$ cat src/rtl/core/isoep_pkg.sv
// ----------------------------------------------------------------------------
// isoep_pkg
// Shared types, constants and tables for the timestamp to epoch converter.
// ----------------------------------------------------------------------------
package isoep_pkg;

    localparam int YEAR_W  = 14;
    localparam int FIELD_W = 7;
    localparam int POS_W   = 5;
    localparam int EPOCH_W = 39;
    localparam int DAYS_W  = 24;
    localparam int DOE_W   = 18;
    localparam int TOD_W   = 17;
    localparam int ERA_W   = 6;
    localparam int QUO_W   = 5;
    localparam int YOE_W   = 9;
    localparam int RECIP_W = 15;

    localparam logic [POS_W-1:0] POS_MAX = 5'd31;

    localparam logic [7:0] CH_0     = 8'h30;
    localparam logic [7:0] CH_9     = 8'h39;
    localparam logic [7:0] CH_DASH  = 8'h2D;
    localparam logic [7:0] CH_COLON = 8'h3A;
    localparam logic [7:0] CH_T     = 8'h54;
    localparam logic [7:0] CH_Z     = 8'h5A;

    localparam logic [5:0] LEN_PLAIN   = 6'd16;
    localparam logic [5:0] LEN_PLAIN_Z = 6'd17;
    localparam logic [5:0] LEN_SEC     = 6'd19;
    localparam logic [5:0] LEN_SEC_Z   = 6'd20;

    localparam logic [YEAR_W-1:0] DIV_400 = 14'd400;
    // year / 400 = ((year >> 4) * 41) >> 10, exact for years up to 9999
    localparam logic [RECIP_W-1:0] DIV25_RECIP = 15'd41;
    localparam int                 DIV25_SHIFT = 10;

    localparam logic signed [DAYS_W-1:0]  ERA_DAYS    = 24'sd146097;
    localparam logic signed [DAYS_W-1:0]  EPOCH_SHIFT = 24'sd719468;
    localparam logic signed [EPOCH_W-1:0] SEC_PER_DAY = 39'sd86400;
    localparam logic [TOD_W-1:0] SEC_PER_HOUR = 17'd3600;
    localparam logic [TOD_W-1:0] SEC_PER_MIN  = 17'd60;

    localparam logic [FIELD_W-1:0] MAX_HOUR   = 7'd23;
    localparam logic [FIELD_W-1:0] MAX_MINUTE = 7'd59;
    localparam logic [FIELD_W-1:0] MAX_SECOND = 7'd60;

    typedef struct packed {
        logic [YEAR_W-1:0]  year;
        logic [FIELD_W-1:0] month;
        logic [FIELD_W-1:0] day;
        logic [FIELD_W-1:0] hour;
        logic [FIELD_W-1:0] minute;
        logic [FIELD_W-1:0] second;
        logic               fmt_ok;
    } rec_t;

    typedef enum logic [2:0] {
        CV_IDLE,
        CV_DIV,
        CV_CHECK,
        CV_DAYS,
        CV_MUL,
        CV_SUM,
        CV_DONE
    } conv_state_t;

    // days in month; zero for a month outside 1..12
    function automatic logic [4:0] month_days(input logic [FIELD_W-1:0] m, input logic leap);
        logic [4:0] d;
        begin
            unique case (m)
                7'd1, 7'd3, 7'd5, 7'd7, 7'd8, 7'd10, 7'd12: d = 5'd31;
                7'd4, 7'd6, 7'd9, 7'd11:                    d = 5'd30;
                7'd2:                                       d = leap ? 5'd29 : 5'd28;
                default:                                    d = 5'd0;
            endcase
            return d;
        end
    endfunction

    // day of a March-based year on which the month starts
    function automatic logic [8:0] doy_base(input logic [FIELD_W-1:0] m);
        logic [8:0] b;
        begin
            unique case (m)
                7'd3:    b = 9'd0;
                7'd4:    b = 9'd31;
                7'd5:    b = 9'd61;
                7'd6:    b = 9'd92;
                7'd7:    b = 9'd122;
                7'd8:    b = 9'd153;
                7'd9:    b = 9'd184;
                7'd10:   b = 9'd214;
                7'd11:   b = 9'd245;
                7'd12:   b = 9'd275;
                7'd1:    b = 9'd306;
                7'd2:    b = 9'd337;
                default: b = 9'd0;
            endcase
            return b;
        end
    endfunction

endpackage

$ cat src/rtl/core/isoep_scan.sv
// ----------------------------------------------------------------------------
// isoep_scan
// Byte scanner: checks layout, accumulates decimal fields and pushes one
// record per timestamp into the queue.
// ----------------------------------------------------------------------------
module isoep_scan (
    input  logic                aclk,
    input  logic                aresetn,
    input  logic                s_valid,
    output logic                s_ready,
    input  logic [7:0]          s_char_in,
    input  logic                s_is_last,
    input  logic                q_full,
    output logic                q_push,
    output isoep_pkg::rec_t     q_rec
);
    import isoep_pkg::*;

    logic [POS_W-1:0]   pos_reg, pos_next;
    logic [YEAR_W-1:0]  year_reg, year_next;
    logic [FIELD_W-1:0] month_reg, month_next;
    logic [FIELD_W-1:0] day_reg, day_next;
    logic [FIELD_W-1:0] hour_reg, hour_next;
    logic [FIELD_W-1:0] minute_reg, minute_next;
    logic [FIELD_W-1:0] second_reg, second_next;
    logic               has_sec_reg, has_sec_next;
    logic               err_reg, err_next;

    logic               accept;
    logic               is_dig;
    logic [3:0]         dig_val;
    logic [5:0]         len;
    logic               len_ok;

    assign s_ready = !q_full;
    assign accept  = s_valid && s_ready;
    assign is_dig  = (s_char_in >= CH_0) && (s_char_in <= CH_9);
    assign dig_val = is_dig ? 4'(s_char_in - CH_0) : 4'd0;
    assign len     = 6'(pos_reg) + 6'd1;

    always_comb begin
        pos_next     = pos_reg;
        year_next    = year_reg;
        month_next   = month_reg;
        day_next     = day_reg;
        hour_next    = hour_reg;
        minute_next  = minute_reg;
        second_next  = second_reg;
        has_sec_next = has_sec_reg;
        err_next     = err_reg;
        q_push       = 1'b0;
        len_ok       = 1'b0;
        q_rec        = '0;

        if (accept) begin
            unique case (pos_reg)
                5'd0, 5'd1, 5'd2, 5'd3: begin
                    err_next  = err_reg | !is_dig;
                    year_next = YEAR_W'(year_reg * 14'd10 + 14'(dig_val));
                end
                5'd5, 5'd6: begin
                    err_next   = err_reg | !is_dig;
                    month_next = FIELD_W'(month_reg * 7'd10 + 7'(dig_val));
                end
                5'd8, 5'd9: begin
                    err_next = err_reg | !is_dig;
                    day_next = FIELD_W'(day_reg * 7'd10 + 7'(dig_val));
                end
                5'd11, 5'd12: begin
                    err_next  = err_reg | !is_dig;
                    hour_next = FIELD_W'(hour_reg * 7'd10 + 7'(dig_val));
                end
                5'd14, 5'd15: begin
                    err_next    = err_reg | !is_dig;
                    minute_next = FIELD_W'(minute_reg * 7'd10 + 7'(dig_val));
                end
                5'd4, 5'd7: begin
                    err_next = err_reg | (s_char_in != CH_DASH);
                end
                5'd10: begin
                    err_next = err_reg | (s_char_in != CH_T);
                end
                5'd13: begin
                    err_next = err_reg | (s_char_in != CH_COLON);
                end
                5'd16: begin
                    if (s_char_in == CH_COLON) begin
                        has_sec_next = 1'b1;
                    end else if (s_char_in != CH_Z) begin
                        err_next = 1'b1;
                    end
                end
                5'd17, 5'd18: begin
                    err_next    = err_reg | !is_dig | !has_sec_reg;
                    second_next = FIELD_W'(second_reg * 7'd10 + 7'(dig_val));
                end
                5'd19: begin
                    err_next = err_reg | (s_char_in != CH_Z) | !has_sec_reg;
                end
                default: begin
                    err_next = 1'b1;
                end
            endcase

            if (pos_reg != POS_MAX) begin
                pos_next = pos_reg + 5'd1;
            end

            if (s_is_last) begin
                priority if (len == LEN_PLAIN) begin
                    len_ok = 1'b1;
                end else if (len == LEN_PLAIN_Z) begin
                    len_ok = !has_sec_next;
                end else if (len == LEN_SEC || len == LEN_SEC_Z) begin
                    len_ok = has_sec_next;
                end else begin
                    len_ok = 1'b0;
                end

                q_push        = 1'b1;
                q_rec.year    = year_next;
                q_rec.month   = month_next;
                q_rec.day     = day_next;
                q_rec.hour    = hour_next;
                q_rec.minute  = minute_next;
                q_rec.second  = second_next;
                q_rec.fmt_ok  = len_ok && !err_next;

                pos_next     = '0;
                year_next    = '0;
                month_next   = '0;
                day_next     = '0;
                hour_next    = '0;
                minute_next  = '0;
                second_next  = '0;
                has_sec_next = 1'b0;
                err_next     = 1'b0;
            end
        end
    end

    always_ff @(posedge aclk) begin
        if (!aresetn) begin
            pos_reg     <= '0;
            year_reg    <= '0;
            month_reg   <= '0;
            day_reg     <= '0;
            hour_reg    <= '0;
            minute_reg  <= '0;
            second_reg  <= '0;
            has_sec_reg <= 1'b0;
            err_reg     <= 1'b0;
        end else begin
            pos_reg     <= pos_next;
            year_reg    <= year_next;
            month_reg   <= month_next;
            day_reg     <= day_next;
            hour_reg    <= hour_next;
            minute_reg  <= minute_next;
            second_reg  <= second_next;
            has_sec_reg <= has_sec_next;
            err_reg     <= err_next;
        end
    end

endmodule

$ cat src/rtl/core/isoep_fifo.sv
// ----------------------------------------------------------------------------
// isoep_fifo
// Two-entry record queue between scanner and converter.
// ----------------------------------------------------------------------------
module isoep_fifo (
    input  logic            aclk,
    input  logic            aresetn,
    input  logic            push,
    input  isoep_pkg::rec_t push_rec,
    input  logic            pop,
    output isoep_pkg::rec_t pop_rec,
    output logic            full,
    output logic            empty
);
    import isoep_pkg::*;

    rec_t       entry_reg [2];
    logic       wr_ptr_reg, wr_ptr_next;
    logic       rd_ptr_reg, rd_ptr_next;
    logic [1:0] count_reg, count_next;
    logic       do_push, do_pop;

    assign full    = (count_reg == 2'd2);
    assign empty   = (count_reg == 2'd0);
    assign do_push = push && !full;
    assign do_pop  = pop && !empty;
    assign pop_rec = entry_reg[rd_ptr_reg];

    always_comb begin
        wr_ptr_next = do_push ? !wr_ptr_reg : wr_ptr_reg;
        rd_ptr_next = do_pop  ? !rd_ptr_reg : rd_ptr_reg;
        count_next  = count_reg + 2'(do_push) - 2'(do_pop);
    end

    always_ff @(posedge aclk) begin
        if (!aresetn) begin
            wr_ptr_reg <= 1'b0;
            rd_ptr_reg <= 1'b0;
            count_reg  <= '0;
        end else begin
            wr_ptr_reg <= wr_ptr_next;
            rd_ptr_reg <= rd_ptr_next;
            count_reg  <= count_next;
        end
    end

    always_ff @(posedge aclk) begin
        if (do_push) begin
            entry_reg[wr_ptr_reg] <= push_rec;
        end
    end

endmodule

$ cat src/rtl/core/isoep_conv.sv
// ----------------------------------------------------------------------------
// isoep_conv
// Converter: date check, days-from-civil and seconds, one record at a time.
// ----------------------------------------------------------------------------
module isoep_conv (
    input  logic                              aclk,
    input  logic                              aresetn,
    input  logic                              q_empty,
    output logic                              q_pop,
    input  isoep_pkg::rec_t                   q_rec,
    output logic                              m_valid,
    input  logic                              m_ready,
    output logic signed [isoep_pkg::EPOCH_W-1:0] m_epoch_seconds,
    output logic                              m_valid_res
);
    import isoep_pkg::*;

    conv_state_t state_reg, state_next;

    rec_t                       rec_reg;
    logic [YEAR_W-1:0]          rem_reg;
    logic [QUO_W-1:0]           quo_reg;
    logic signed [ERA_W-1:0]    era_reg;
    logic [DOE_W-1:0]           doe_reg;
    logic                       ok_reg;
    logic signed [DAYS_W-1:0]   days_reg;
    logic [TOD_W-1:0]           tod_reg;
    logic signed [EPOCH_W-1:0]  prod_reg;
    logic signed [EPOCH_W-1:0]  epoch_reg;
    logic                       res_ok_reg;

    logic [YEAR_W-5:0]          year_hi;
    logic [RECIP_W-1:0]         recip_prod;
    logic [QUO_W-1:0]           quo;
    logic [YEAR_W-1:0]          rem;
    logic [YOE_W-1:0]           rem9;
    logic                       leap;
    logic                       early;
    logic [YOE_W-1:0]           yoe;
    logic signed [ERA_W-1:0]    era;
    logic [1:0]                 c100;
    logic [DOE_W-1:0]           doe;
    logic                       date_ok;
    logic                       time_ok;
    logic signed [EPOCH_W-1:0]  days_ext;

    assign year_hi    = rec_reg.year[YEAR_W-1:4];
    assign recip_prod = RECIP_W'(year_hi) * DIV25_RECIP;
    assign quo        = recip_prod[RECIP_W-1:DIV25_SHIFT];
    assign rem        = rec_reg.year - YEAR_W'(quo) * DIV_400;
    assign rem9    = YOE_W'(rem_reg);
    assign leap    = (rem9[1:0] == 2'd0) && (rem9 != 9'd100) && (rem9 != 9'd200)
                     && (rem9 != 9'd300);
    assign early   = (rec_reg.month <= 7'd2);

    always_comb begin
        era = signed'(ERA_W'(quo_reg));
        yoe = rem9;
        if (early) begin
            if (rem9 == 9'd0) begin
                era = signed'(ERA_W'(quo_reg)) - 6'sd1;
                yoe = 9'd399;
            end else begin
                yoe = rem9 - 9'd1;
            end
        end
        c100 = 2'(yoe >= 9'd100) + 2'(yoe >= 9'd200) + 2'(yoe >= 9'd300);
        doe  = DOE_W'(yoe) * 18'd365 + DOE_W'(yoe >> 2) - DOE_W'(c100)
               + DOE_W'(doy_base(rec_reg.month)) + DOE_W'(rec_reg.day) - 18'd1;
    end

    assign date_ok = (rec_reg.month >= 7'd1) && (rec_reg.month <= 7'd12)
                     && (rec_reg.day >= 7'd1)
                     && (rec_reg.day <= FIELD_W'(month_days(rec_reg.month, leap)));
    assign time_ok = (rec_reg.hour <= MAX_HOUR) && (rec_reg.minute <= MAX_MINUTE)
                     && (rec_reg.second <= MAX_SECOND);
    assign days_ext = {{(EPOCH_W-DAYS_W){days_reg[DAYS_W-1]}}, days_reg};

    assign q_pop           = (state_reg == CV_IDLE) && !q_empty;
    assign m_valid         = (state_reg == CV_DONE);
    assign m_epoch_seconds = epoch_reg;
    assign m_valid_res     = res_ok_reg;

    always_comb begin
        state_next = state_reg;
        unique case (state_reg)
            CV_IDLE:  if (!q_empty) state_next = CV_DIV;
            CV_DIV:   state_next = CV_CHECK;
            CV_CHECK: state_next = CV_DAYS;
            CV_DAYS:  state_next = CV_MUL;
            CV_MUL:   state_next = CV_SUM;
            CV_SUM:   state_next = CV_DONE;
            CV_DONE:  if (m_ready) state_next = CV_IDLE;
            default:  state_next = CV_IDLE;
        endcase
    end

    always_ff @(posedge aclk) begin
        if (!aresetn) begin
            state_reg <= CV_IDLE;
        end else begin
            state_reg <= state_next;
        end
    end

    always_ff @(posedge aclk) begin
        unique case (state_reg)
            CV_IDLE: begin
                rec_reg <= q_rec;
            end
            CV_DIV: begin
                quo_reg <= quo;
                rem_reg <= rem;
            end
            CV_CHECK: begin
                era_reg <= era;
                doe_reg <= doe;
                ok_reg  <= rec_reg.fmt_ok && date_ok && time_ok;
            end
            CV_DAYS: begin
                days_reg <= DAYS_W'(era_reg) * ERA_DAYS + signed'(DAYS_W'(doe_reg))
                            - EPOCH_SHIFT;
                tod_reg  <= TOD_W'(rec_reg.hour) * SEC_PER_HOUR
                            + TOD_W'(rec_reg.minute) * SEC_PER_MIN
                            + TOD_W'(rec_reg.second);
            end
            CV_MUL: begin
                prod_reg <= days_ext * SEC_PER_DAY;
            end
            CV_SUM: begin
                epoch_reg  <= ok_reg ? prod_reg + signed'(EPOCH_W'(tod_reg)) : '0;
                res_ok_reg <= ok_reg;
            end
            CV_DONE: begin
            end
            default: begin
            end
        endcase
    end

endmodule

$ cat src/rtl/core/iso8601_utc_to_epoch_unit.sv
// ----------------------------------------------------------------------------
// iso8601_utc_to_epoch_unit
// Streams an ISO 8601 UTC timestamp one byte per beat and returns the signed
// Unix epoch in seconds with a valid flag after the last byte.
//
//   channel | direction | handshake          | payload
//   s_      | in        | s_valid / s_ready  | s_char_in[7:0], s_is_last
//   m_      | out       | m_valid / m_ready  | m_epoch_seconds[38:0], m_valid_res
//
// The scanner takes one byte per cycle; s_ready drops only when both queue
// entries hold finished timestamps.
// Each timestamp holds the converter for a load, a divide by 400
// through a reciprocal multiply, 4 arithmetic stages and a result beat,
// which is held until m_ready accepts it.
// Synchronous active-low reset returns scanner, queue and converter to idle.
// ----------------------------------------------------------------------------
module iso8601_utc_to_epoch_unit (
    input  logic                              aclk,
    input  logic                              aresetn,
    input  logic                              s_valid,
    output logic                              s_ready,
    input  logic [7:0]                        s_char_in,
    input  logic                              s_is_last,
    output logic                              m_valid,
    input  logic                              m_ready,
    output logic signed [isoep_pkg::EPOCH_W-1:0] m_epoch_seconds,
    output logic                              m_valid_res
);
    import isoep_pkg::*;

    logic q_push, q_pop, q_full, q_empty;
    rec_t push_rec, pop_rec;

    isoep_scan u_scan (
        .aclk      (aclk),
        .aresetn   (aresetn),
        .s_valid   (s_valid),
        .s_ready   (s_ready),
        .s_char_in (s_char_in),
        .s_is_last (s_is_last),
        .q_full    (q_full),
        .q_push    (q_push),
        .q_rec     (push_rec)
    );

    isoep_fifo u_fifo (
        .aclk     (aclk),
        .aresetn  (aresetn),
        .push     (q_push),
        .push_rec (push_rec),
        .pop      (q_pop),
        .pop_rec  (pop_rec),
        .full     (q_full),
        .empty    (q_empty)
    );

    isoep_conv u_conv (
        .aclk            (aclk),
        .aresetn         (aresetn),
        .q_empty         (q_empty),
        .q_pop           (q_pop),
        .q_rec           (pop_rec),
        .m_valid         (m_valid),
        .m_ready         (m_ready),
        .m_epoch_seconds (m_epoch_seconds),
        .m_valid_res     (m_valid_res)
    );

endmodule

$ cat config.mk
export PLATFORM = sky130hd
export DESIGN_NAME = iso8601_utc_to_epoch_unit
export DESIGN_NICKNAME = d
export VERILOG_FILES = /design/src/rtl/core/isoep_pkg.sv /design/src/rtl/core/isoep_scan.sv /design/src/rtl/core/isoep_fifo.sv /design/src/rtl/core/isoep_conv.sv /design/src/rtl/core/iso8601_utc_to_epoch_unit.sv
export SDC_FILE = /design/constraint.sdc
export NUM_CORES = 1
export LEC_CHECK = 0
export BUFFER_PORTS_ARGS = -buffer_cell sky130_fd_sc_hd__buf_2
export CAP_MARGIN = 20
export CORE_AREA = 2 2 201 282
export DETAILED_ROUTE_END_ITERATION = 16
export DIE_AREA = 0 0 203 284
export PLACE_DENSITY = 0.82
export SKIP_LAST_GASP = 1
export SLEW_MARGIN = 10
export SYNTH_ARGS = -nofsm -noshare
export SYNTH_HDL_FRONTEND = slang
export SYNTH_HIERARCHICAL = 1
export SYNTH_SLANG_ARGS = --single-unit
export TNS_END_PERCENT = 5
$ cat constraint.sdc
create_clock -name aclk -period 11.9 [get_ports aclk]
set_clock_uncertainty 0.05 [all_clocks]
set_input_delay 2.38 -clock aclk [delete_from_list [all_inputs] [get_ports aclk]]
set_output_delay 2.38 -clock aclk [all_outputs]
set_load 0.005 [all_outputs]
* After elaboration in Yosys (flattened, before gate mapping)
Memories as Yosys holds them, arrays and structs flattened. A register that Yosys moved wholly into a read port is not among the register bits. Cells that the tools add are included. Widths: inputs -> output; s select.
Word-level totals: register bits after elaboration 215, memory bits (writable) 100, memory bits (read-only) 144, input bits 13, output and inout port bits 42, memories kept 2
Operators by class: add/subtract/negate cells 26, $mul 13, magnitude comparators 13, eq/ne operators 53, muxes and demuxes 45, bitwise logic cells 7, reduce and logical (&&, ||, !) cells 45
Memories:
- (no name shown) | depth 16, bits a word 9, rd ports 1, clocked after Yosys merged registers in 0, wr ports 0, line isoep_pkg.sv:86 | unique case (m)
- u_fifo.entry_reg | depth 2, bits a word 50, rd ports 1, clocked after Yosys merged registers in 1, wr ports 1, line isoep_fifo.sv:17 | rec_t entry_reg [2];
Operator list (number):
- $mux 50 | 2
- $mux 7 | 10
- $eq 5x4->1 const B | 8
- $add 39x17->39 | 1
- $add 18x7->18 | 2
- $add 7x4->7 | 5
- $eq 7x4->1 const B | 5
- $mul 7x3->6 const B | 5
- $mul 24x11->32 const B | 1
- $eq 7x3->1 const B | 4
- $mux 14 | 2
- $mux 9 | 3
- $add 24x19->24 | 1
- $eq 6x5->1 const B | 4
- $mul 6x19->24 const B | 1
- $sub 24x21->24 const B | 1
- $pmux 3 s7 | 1
- $eq 5x3->1 const B | 4
- $eq 5x5->1 const B | 4
- $mux 5 | 4
- $add 18x9->18 | 1
- $mul 9x9->18 const B | 1
- $mux 1 | 18
- $sub 18x1->18 const B | 1
- other kinds (64) | 113

* Longest topological paths before layout
word-level depth 12, gate-level depth with buffers 28, mapped depth without buffers 28

* By module
Netlist, hierarchy kept.
Modules (own cells, without submodules):
- isoep_conv | times used 1, cells an instance 1918, area each 20584.7 um^2, sequential area each 6306.0 um^2
- isoep_scan | times used 1, cells an instance 648, area each 5345.1 um^2, sequential area each 1121.1 um^2
- isoep_fifo | times used 1, cells an instance 183, area each 4098.9 um^2, sequential area each 3103.0 um^2

* Least setup slack after synthesis
No wires, ideal clock.
path kind reg-to-reg, from register, netlist name u_conv/rec_reg[29], to register u_conv.doe_reg[16] (data pin), data arrival time 6.391 ns, data required time 11.592 ns, setup slack 5.202 ns, cell stages (with the launch flop) 26, path buffers 0, cell sequence edfxtp_1 -> a211oi_1 -> nand3b_1 -> nor3_1 -> a31oi_1 -> a41oi_1 -> inv_1 -> fa_1 -> inv_1 -> fa_1 -> ha_1 -> inv_1 -> fa_1 -> inv_1 -> fa_1 -> inv_1 -> fa_1 -> inv_1 -> ha_1 -> o21ai_0 -> a21boi_0 -> o211ai_1 -> a31oi_1 -> a21o_1 -> a21oi_1 -> xnor2_1
On the way: longest elaborated chain between the ends 9
Ends and longest elaborated chain:
- parallel branches: the longest is 6 deep, another holds $mul 9x9->18
- $add 18x9->18 * | line isoep_conv.sv:69 | + DOE_W'(doy_base(rec_reg.month)) + DOE_W'(rec_reg.day) - 18'd1;
- $add 18x7->18 * | line isoep_conv.sv:69
- $sub 18x1->18 * | line isoep_conv.sv:69
- via u_conv.doe[16] | line isoep_conv.sv:42 | logic [DOE_W-1:0] doe;
- end signal: assignment | line isoep_conv.sv:117 | doe_reg <= doe;
- end: declaration | line isoep_conv.sv:24 | logic [DOE_W-1:0] doe_reg;
Mark *: on every way through the listed nets, which the timed path passes. A chain may end at the register's enable or synchronous reset.

* Worst setup path in the final report
from register, netlist name u_conv/rec_reg[34], to register u_conv.doe_reg[16] (data pin)
On the way: longest elaborated chain between the ends 9
Ends and longest elaborated chain (line):
- parallel branches: the longest is 6 deep, another holds $mul 9x9->18
- $add 18x9->18 * | isoep_conv.sv:69
- $add 18x7->18 * | isoep_conv.sv:69
- $sub 18x1->18 * | isoep_conv.sv:69
- via u_conv.doe[16] | isoep_conv.sv:42
Marked as above.

==> impl_results.md <==
* #FFs+latches synth at 375
* Dominant cell type by area after synthesis: edfxtp_1
* Worst-skew pair later-pin latency at 0.57 ns
* Drt first pass iters at 8
* Worst-path clk slew at ~0.060 ns
* Mapped Cells at 2749
* # diodes at 0
* Root buf cell: clkbuf_16
* Yosys warns at 6
* DP HPWL at approximately 47 mm
* Die height at between 200 and 300 um
* TNS Setup at 0 ns
* Post-synth EDFFs at 302
* Worst Path Arrival at ~8.1 ns
* Layout Utilization at 0.589
* CP Capture Type: register
* CTS tree: done
* Total wire length at about 59 mm
* Setup bufs post-CTS at 0
* Slew Limit Fails at 0
* Avg WL per Cell at about 17 um
* Synth Flop Type: edfxtp_1
* Buffers & Inverters on Critical Path at 6
* Slew margin rel. at 0.258
* Post-synth ARST share at 0
* Clock sink total at 375
* Initial drt markers at ~760
* Vias per inst at around 5.6
* Commonest non-fill, non-tap cell in the layout: ha_1
* Fin crit share at 0.661
* First-pass GRT wire length at approximately 100 mm
* DRC viols at 0
* Max Freq at about 0.13 GHz
* Final setup viols at 0
* Largest net degree at the start of global routing at 65
* RSZ-0062 raised after global routing: false
* H-tree Lvls at 2
* Max reg flops at 100
* CP max stage cell: nor3_2
* Number of max-cap violations at 0
* Max Root-Sink Buffers at 3
* Vias in the first global route at about 22000
* Num rows at 102
* Post-route ant nets at 0
* Top-Level Pins at 55
* Mapped Area at 30000 sq um
* R2r setup slk at roughly 4 ns
* Num CTS Buffers at 40
* Core area at around 55000 sq um
* Via count at between 20000 and 25000
* Synth Net Count at 3379
* Actual slew at the worst max-slew pin at 1.11 ns
* Crit-path max FO at 14
* Hold_buf cts at 0
* Area Growth Syn to Fin at 7.88%
* Share of layout cells above drive strength 1 at 0.0795
* Crit start category: register
* Required time of the critical path at 12.17 ns
* Die area at about 58000 sq um
* Cell mode on critical path: inv_1
* Delay-heaviest family, CP: adder cells
* Most frequent cells in the layout: 435 x ha_1, 424 x inv_1, 302 x edfxtp_1
* Syn_area_per_cell at about 11 sq um
* Grt ovf at 0
* Fin crit period at around 8 ns
* Initial Utilization at 0.546
* Post-synthesis cell type count at 91
* Routability cong. at 0.876
* Final Hold Fails at 0
* CP peak stage delay at 0.63 ns
* Synth top area cells: edfxtp_1 30%, ha_1 18%, fa_1 12%
* Die Width at approximately 200 um
* GR Util All Layers at 0.210
* Post-CTS Resized at 0
* Outcome: completed
* Final #Nets at approximately 3400
* WS Path Type: register to register
* Share of the synthesized area in the top cell type at 0.302
* Sequential area share after synthesis at 0.351
* IO buf count at 54
* Initial antenna violation count at 0
* Hold Path Class: register to register
## path summary, 6_finish.rpt
kind | start | cells past startpoint | end
setup / recovery | u_conv/rec_reg[34]$_DFFE_PN_ | 25 | u_conv/doe_reg[16]$_DFFE_PP_
hold / removal | u_conv/rec_reg[38]$_DFFE_PN_ | 0 | u_conv/rem_reg[2]$_DFFE_PP_
setup reg to reg | u_conv/rec_reg[34]$_DFFE_PN_ | 25 | u_conv/doe_reg[16]$_DFFE_PP_
hold reg to reg | u_conv/rec_reg[38]$_DFFE_PN_ | 0 | u_conv/rem_reg[2]$_DFFE_PP_
## final cells by class
type | instances | area, sq um
flip-flops and latches | 375 | 10500
repair buffers | 69 | 393
inverters | 425 | 1600
clock inverters | 18 | 203
fillers | 4259 | 22600
clock buffers | 55 | 1110
well taps | 728 | 911
multi-input cells | 1902 | 17700
## per-layer routing
layer | global-route usage | wire [um] | vias up | share of wire
li1 | - | - | 9654 | -
met1 | 0.205 | 21300 | 9752 | 0.36
met2 | 0.418 | 33100 | 465 | 0.56
met3 | 0.0318 | 2050 | 204 | 0.034
met4 | 0.109 | 2930 | 0 | 0.049
met5 | 0 | 0 | - | 0
## Yosys cell counts (all sizes together), types with 14 or more instances
| cell type | count |
|---|---|
| and3 | 15 |
| mux2i | 36 |
| xor2 | 44 |
| dfxtp | 73 |
| ha | 435 |
| o21ai | 113 |
| nand2b | 18 |
| a22oi | 15 |
| a31oi | 17 |
| a211oi | 21 |
| inv | 425 |
| and2 | 59 |
| nand3 | 28 |
| a21oi | 132 |
| a21boi | 15 |
| nand2 | 126 |
| a32oi | 16 |
| edfxtp | 302 |
| mux2 | 51 |
| nand4 | 14 |
| nor3 | 49 |
| fa | 182 |
| clkbuf | 31 |
| a21o | 32 |
| o21a | 24 |
| buf | 15 |
| nor2b | 56 |
| xnor2 | 129 |
| or3 | 17 |
| nor2 | 137 |
## kinds of logic (layout without fill, tap and decap cells)
kind of cell	count (synthesis)	in the layout	synth area share
adders and majority gates	617	617	0.303
and+or+nand+nor	567	567	0.0965
buffers and inverters	472	567	0.0627
AOI/OAI and AO/OA	457	457	0.0987
DFF	375	375	0.351
xor gates and xnor gates	173	173	0.0507
muxes	88	88	0.0381
## through the flow
step | area (sq um) | cells | hold slack (ns) | setup slack, ns
floorplan | 30000 | 2749 | 0.350 | 5.20
global placement | 31000 | 3495 | 0.354 | 4.03
detailed placement | 31000 | 3496 | 0.364 | 3.79
CTS | 32400 | 3569 | 0.371 | 3.69
global route | 32400 | 3572 | 0.374 | 3.49
finish | 32400 | 3572 | 0.373 | 4.04
Power is not shown: default switching activity piles up to over one toggle a cycle in this logic, so the estimate is an artifact.
